## config.mk

```make
export PLATFORM = sky130hd
export DESIGN_NAME = datd_qcell
export DESIGN_NICKNAME = d
export VERILOG_FILES = /design/src/rtl/datd_pkg.sv /design/src/rtl/datd_qcell.sv
export SDC_FILE = /design/constraint.sdc
export NUM_CORES = 1
export LEC_CHECK = 0
export BUFFER_PORTS_ARGS = -buffer_cell sky130_fd_sc_hd__buf_2
export CAP_MARGIN = 20
export CORE_ASPECT_RATIO = 1.1
export CORE_UTILIZATION = 37
export DETAILED_ROUTE_END_ITERATION = 10
export PLACE_DENSITY = 0.89
export SLEW_MARGIN = 40
export SYNTH_ARGS = -nofsm -noshare
export SYNTH_HDL_FRONTEND = slang
export SYNTH_SLANG_ARGS = --single-unit
export TNS_END_PERCENT = 50
```

## constraint.sdc

```tcl
create_clock -name clock -period 3.3 [get_ports clock]
set_input_delay 0.66 -clock clock [delete_from_list [all_inputs] [get_ports clock]]
set_output_delay 0.66 -clock clock [all_outputs]
set_load 0.02 [all_outputs]
```

## src/rtl/datd_pkg.sv

```systemverilog
// ----------------------------------------------------------------------------
// datd_pkg
// shared types and codes of the task dispatcher
// ----------------------------------------------------------------------------
package datd_pkg;
   localparam int ID_BITS = 32;

   typedef enum logic [1:0] {
      FUNC_ENQ  = 2'd0,
      FUNC_DISP = 2'd1,
      FUNC_FIN  = 2'd2,
      FUNC_NOP  = 2'd3
   } func_type;

   typedef enum logic [2:0] {
      ST_OK       = 3'd0,
      ST_NONE     = 3'd1,
      ST_QFULL    = 3'd2,
      ST_PFULL    = 3'd3,
      ST_NOTPEND  = 3'd4
   } status_type;

   // control from the sequencer to every queue cell
   typedef struct packed {
      logic shift;   // rotate one position toward the back
      logic push;    // load the incoming item into the front
   } qctl_type;
endpackage

```

## src/rtl/datd_qcell.sv

```systemverilog
// ----------------------------------------------------------------------------
// datd_qcell
// one queue position: holds an entry, loads a new one on push and takes its neighbor's on shift
// ----------------------------------------------------------------------------
module datd_qcell #(
   parameter int TAG_W = 16
) (
   input  logic                       clock,
   input  datd_pkg::qctl_type         ctl,
   input  logic                       load_sel,
   input  logic [datd_pkg::ID_BITS-1:0] nb_id,
   input  logic [datd_pkg::ID_BITS-1:0] nb_dep,
   input  logic [TAG_W-1:0]           nb_tag,
   input  logic [datd_pkg::ID_BITS-1:0] new_id,
   input  logic [datd_pkg::ID_BITS-1:0] new_dep,
   input  logic [TAG_W-1:0]           new_tag,
   output logic [datd_pkg::ID_BITS-1:0] id_q,
   output logic [datd_pkg::ID_BITS-1:0] dep_q,
   output logic [TAG_W-1:0]           tag_q
);
   import datd_pkg::*;
   logic [ID_BITS-1:0] id_ff, dep_ff;
   logic [TAG_W-1:0]   tag_ff;

   always_ff @(posedge clock) begin
      if (ctl.push && load_sel) begin
         id_ff  <= new_id;
         dep_ff <= new_dep;
         tag_ff <= new_tag;
      end else if (ctl.shift) begin
         id_ff  <= nb_id;
         dep_ff <= nb_dep;
         tag_ff <= nb_tag;
      end
   end
   assign id_q  = id_ff;
   assign dep_q = dep_ff;
   assign tag_q = tag_ff;
endmodule

```

# Word-level counts from Yosys, hierarchy flattened

Cells that the tools add are included.
W data, S select, Z words.

Output and inout port bits: 80
Input port bits: 164
Logic and storage cells: 11
Register bits after elaboration: 80

Reductions and logical operators: 2
Muxes and demuxes: 6

Operator list:

| operator            | count |
|---|---|
| $mux W32            | 4 |
| $mux W16            | 2 |
| $reduce_bool A2 Y1  | 1 |
| $logic_and A1 B1 Y1 | 1 |

# Depth between registers and ports, before layout

Depth after elaboration: 2
Mapped depth: 3
Depth with buffers taken out: 2

# Least setup slack after synthesis

No wires, ideal clock.

Path type: input-to-reg
From: input port ctl[0] (netlist name)
To: register dep_ff[0] (netlist: dep_q[0]) (enable)
Library setup time: 0.452 ns
Data arrival time: 2.737 ns
Slack: 0.111 ns
Buffers on the path: 1
Stages: 3
Required time: 2.848 ns
Cells stage by stage: nand2_4 buf_6 nand2b_1

Longest elaborated chain between the ends: 2

RTL lines:

| what                         | RTL line         | text |
|---|---|---|
| start: declaration           | datd_qcell.sv:9  | `input datd_pkg::qctl_type ctl,` |
| $logic_and A1 B1 Y1          | datd_qcell.sv:26 | `if (ctl.push && load_sel) begin` |
| $reduce_bool A2 Y1 (no line) | -                |  |
| end signal: assignment       | datd_qcell.sv:28 | `dep_ff <= new_dep;` |
| end signal: assignment       | datd_qcell.sv:32 | `dep_ff <= nb_dep;` |
| end: declaration             | datd_qcell.sv:22 | `logic [ID_BITS-1:0] id_ff, dep_ff;` |

No other way between the ends.
A chain may end at the register's enable or synchronous reset.

# Worst setup path after layout

From: input port ctl[0] (netlist name)
To: register id_ff[15] (netlist: id_q[15]) (data pin)

Longest elaborated chain between the ends: 2

RTL lines:

| what                   | RTL line         | text |
|---|---|---|
| $logic_and A1 B1 Y1    | datd_qcell.sv:26 |  |
| $mux W32               | datd_qcell.sv:26 |  |
| end signal: assignment | datd_qcell.sv:27 | `id_ff <= new_id;` |
| end signal: assignment | datd_qcell.sv:31 | `id_ff <= nb_id;` |
| end: declaration       | datd_qcell.sv:22 |  |

No other way between the ends.

==> results.md <==
| Item | Value | Unit |
|:---|:---|:---|
| Instance count along the most critical hold path | 2 | - |
| Cell family with the largest share of critical-path delay | buffers and inverters | - |
| Power Density | 497 | nW/um^2 |
| Number of enable flip-flop cells after synthesis | 80 | - |
| TritonCTS clock tree | built | - |
| Yosys reg bits | 80 | - |
| DP HPWL | 6010 | um |
| # diodes | 0 | - |
| Inserted Clock Buffers | 9 | - |
| Area growth from synthesis to layout | 43.6 | % |
| GR Util met1 | 16.7 | % |
| GRT Util Overall | 15.2 | % |
| Vias after detailed routing | 2448 | - |
| Cell type with the highest aggregate area in the netlist | edfxtp_1 | - |
| Number of antenna violations at the first check in global routing | 0 | - |
| Number of nets produced by synthesis | 334 | - |
| End-of-flow core utilization | 55.0 | % |
| Cells traversed along the worst timing path | buf_2, nand2_4, buf_12, mux2_2 | - |
| Pre-CTS setup slack | 1350 | ps |
| Routed WL | 7740 | um |
| Most frequent cell after synthesis | edfxtp_1 | - |
| Largest net degree at the start of global routing | 81 | - |
| Arrival time of the worst setup path | 1690 | ps |
| Final hold slack | 617 | ps |
| Share of synthesized registers carrying an async set or reset | 0 | % |
| H-tree lvl count | 3 | - |
| Clk sinks | 80 | - |
| Gate count after technology mapping | 170 | - |
| Required arrival time at the worst endpoint | 3380 | ps |
| Clock transition at the register clock pins on the worst setup and hold paths after CTS | 70 | ps |
| Floorplan die width | 93.6 | um |
| Headroom to the max-slew limit | 68.0 | % |
| Hold Startpoint | new_id[27] | - |
| Static leakage power | 2.21 | nW |
| Min Tclk post-route | 1610 | ps |
| Sequential cell area | 2400 | um^2 |
| Met3 track demand over resource in global routing | 3.69 | % |
| Dominant register cell in the synthesized netlist | edfxtp_1 | - |
| Tightest Pin Transition | 480 | ps |
| Top area cells in the synthesized netlist | edfxtp_1, mux2_2, buf_6, mux2_1, clkbuf_8 | - |
| Maximum clock rate | 0.620 | GHz |
| Final weighted congestion of routability-driven global placement | 0.763 | - |
| PortBufs | 243 | - |
| Net count of the finished layout | 582 | - |
| Hold Buf Count CTS | 0 | - |
| Syn Std Cell Area | 3420 | um^2 |
| Slowest stage cell, crit path | mux2_2 | - |
| I/O Pins | 244 | - |
| Most used routing layer | met2 | - |
| Maximum VDD drop | 0.258 | mV |
| Post-synthesis area per instance | 20.1 | um^2 |
| Largest fanout on the critical path | 80 | - |
| Area share of the leading cell type in the synthesized netlist | 70.3 | % |
| Type of the worst setup path | in2reg | - |
| Vert. Die Dim | 103 | um |
| Slowest Stage Delay on Critical Path | 390 | ps |
| WHS Endpoint | id_q[27] | - |
| Worst path setup slack after routing | 1690 | ps |
| Initial Utilization | 38.3 | % |
| Violation count after the first detailed-route iteration | 20 | - |
| Share of layout cells above drive strength 1 | 79.1 | % |
| Global-route wire length before repair | 10800 | um |
| Sequential element share of the synthesized area | 70.3 | % |
| Multi-input logic area | 926 | um^2 |
| RSZ-0062 raised after global routing | no | - |
| Post-cts sizing count | 0 | - |
| Final-layout fill cell count | 731 | - |
| Number of buffers on the longest clock path | 2 | - |
| Detailed-router iteration count before antenna repair | 2 | - |
| Count of endpoints failing setup in the final report | 0 | - |
| Kind of launch point of the worst setup path | input port | - |
| Worst Setup End Kind | flop | - |
| DRC violations left | 0 | - |
| Final TNS setup | 0 | ps |
| Run status | completed | - |
| Ratio of final minimum period to clock period | 48.9 | % |
| Total Power | 2.44 | mW |
| Post-route ant nets | 0 | - |
| Vias in the first global route | 2383 | - |
| Type of the worst min-delay path | in2reg | - |
| Number of distinct standard cells referenced by the synthesized netlist | 7 | - |
| Root Buffer Master | clkbuf_8 | - |
| Floorplan Core Area | 8920 | um^2 |
| Post-detailed-route via-to-cell ratio | 4.57 | - |
| Critical path buffer and inverter count | 2 | - |
| Synthesis Warnings | 0 | - |
| Overflow left after global routing | 0 | - |
| Most common library cells after synthesis | edfxtp_1, mux2_2, buf_6, mux2_1, clkbuf_8 | - |
| Fin. Hold Viols | 0 | - |
| Max Transition Viols Final | 0 | - |
| # rows | 36 | - |
| Routed wire per std cell | 14.4 | um |
| M2 GR Usage | 27.3 | % |
| MaxCap Viol Count | 0 | - |
| Post-CTS setup-driven buffer insertion count | 0 | - |
| Die Footprint | 9620 | um^2 |
[where the power goes]
| part | leakage [nW] | switching [mW] | total (mW) | internal, mW |
|---|---|---|---|---|
| clock network | 0.0933 | 0.322 | 0.661 | 0.339 |
| registers | 0.799 | 0.0281 | 1.28 | 1.25 |
| logic | 1.32 | 0.278 | 0.493 | 0.215 |
[flip-flops by register name (all words and copies together), names as in the netlist]
name	flops
tag_q	16
id_q	32
dep_q	32
[final cells by class]
cell class / instances / area share [%]
flip-flops and latches: 80 / 49.0
clock buffers: 10 / 2.60
multi-input cells: 82 / 18.9
well taps: 114 / 2.91
clock inverters: 5 / 0.995
repair buffers: 245 / 25.6
[cell families (layout without fill, tap and decap cells)]
group / count (synthesis) / after routing / share of synthesized area, %
multiplexers: 80 / 80 / 26.4
AND/OR/NAND/NOR: 2 / 2 / 0.513
buffers and inverters: 8 / 260 / 2.78
flip-flops: 80 / 80 / 70.3
[per-layer routing]
layer | share of wire [%] | vias to the layer above
li1 | - | 1164
met1 | 37 | 1124
met2 | 53 | 146
met3 | 8.1 | 14
met4 | 1.9 | 0
met5 | 0 | -
[stage by stage]
stage,instance area [um^2],instances
after CTS,4900,536
final,4900,536
after floorplan,3420,170
after global placement,4710,520
after global routing,4900,536
after detailed placement,4730,521
[cells in the final DEF (no fill, tap or decap), drive strengths merged]
cell / count
bufinv: 1
nand2: 1
clkbuf: 10
mux2: 80
clkinv: 4
buf: 245
edfxtp: 80
nand2b: 1
[worst max path at each step]
stage              start        end  depth (start not counted)
2_1_floorplan     ctl[0]   dep_q[0]                          3
3_3_place_gp      ctl[0]  dep_q[22]                          3
3_5_place_dp      ctl[0]   dep_q[8]                          4
4_1_cts         dep_q[7]   dep_q[7]                          1
5_1_grt        dep_q[18]  dep_q[18]                          1
6_report          ctl[0]   id_q[15]                          4
No activity file was read; power rests on OpenSTA's default activity.
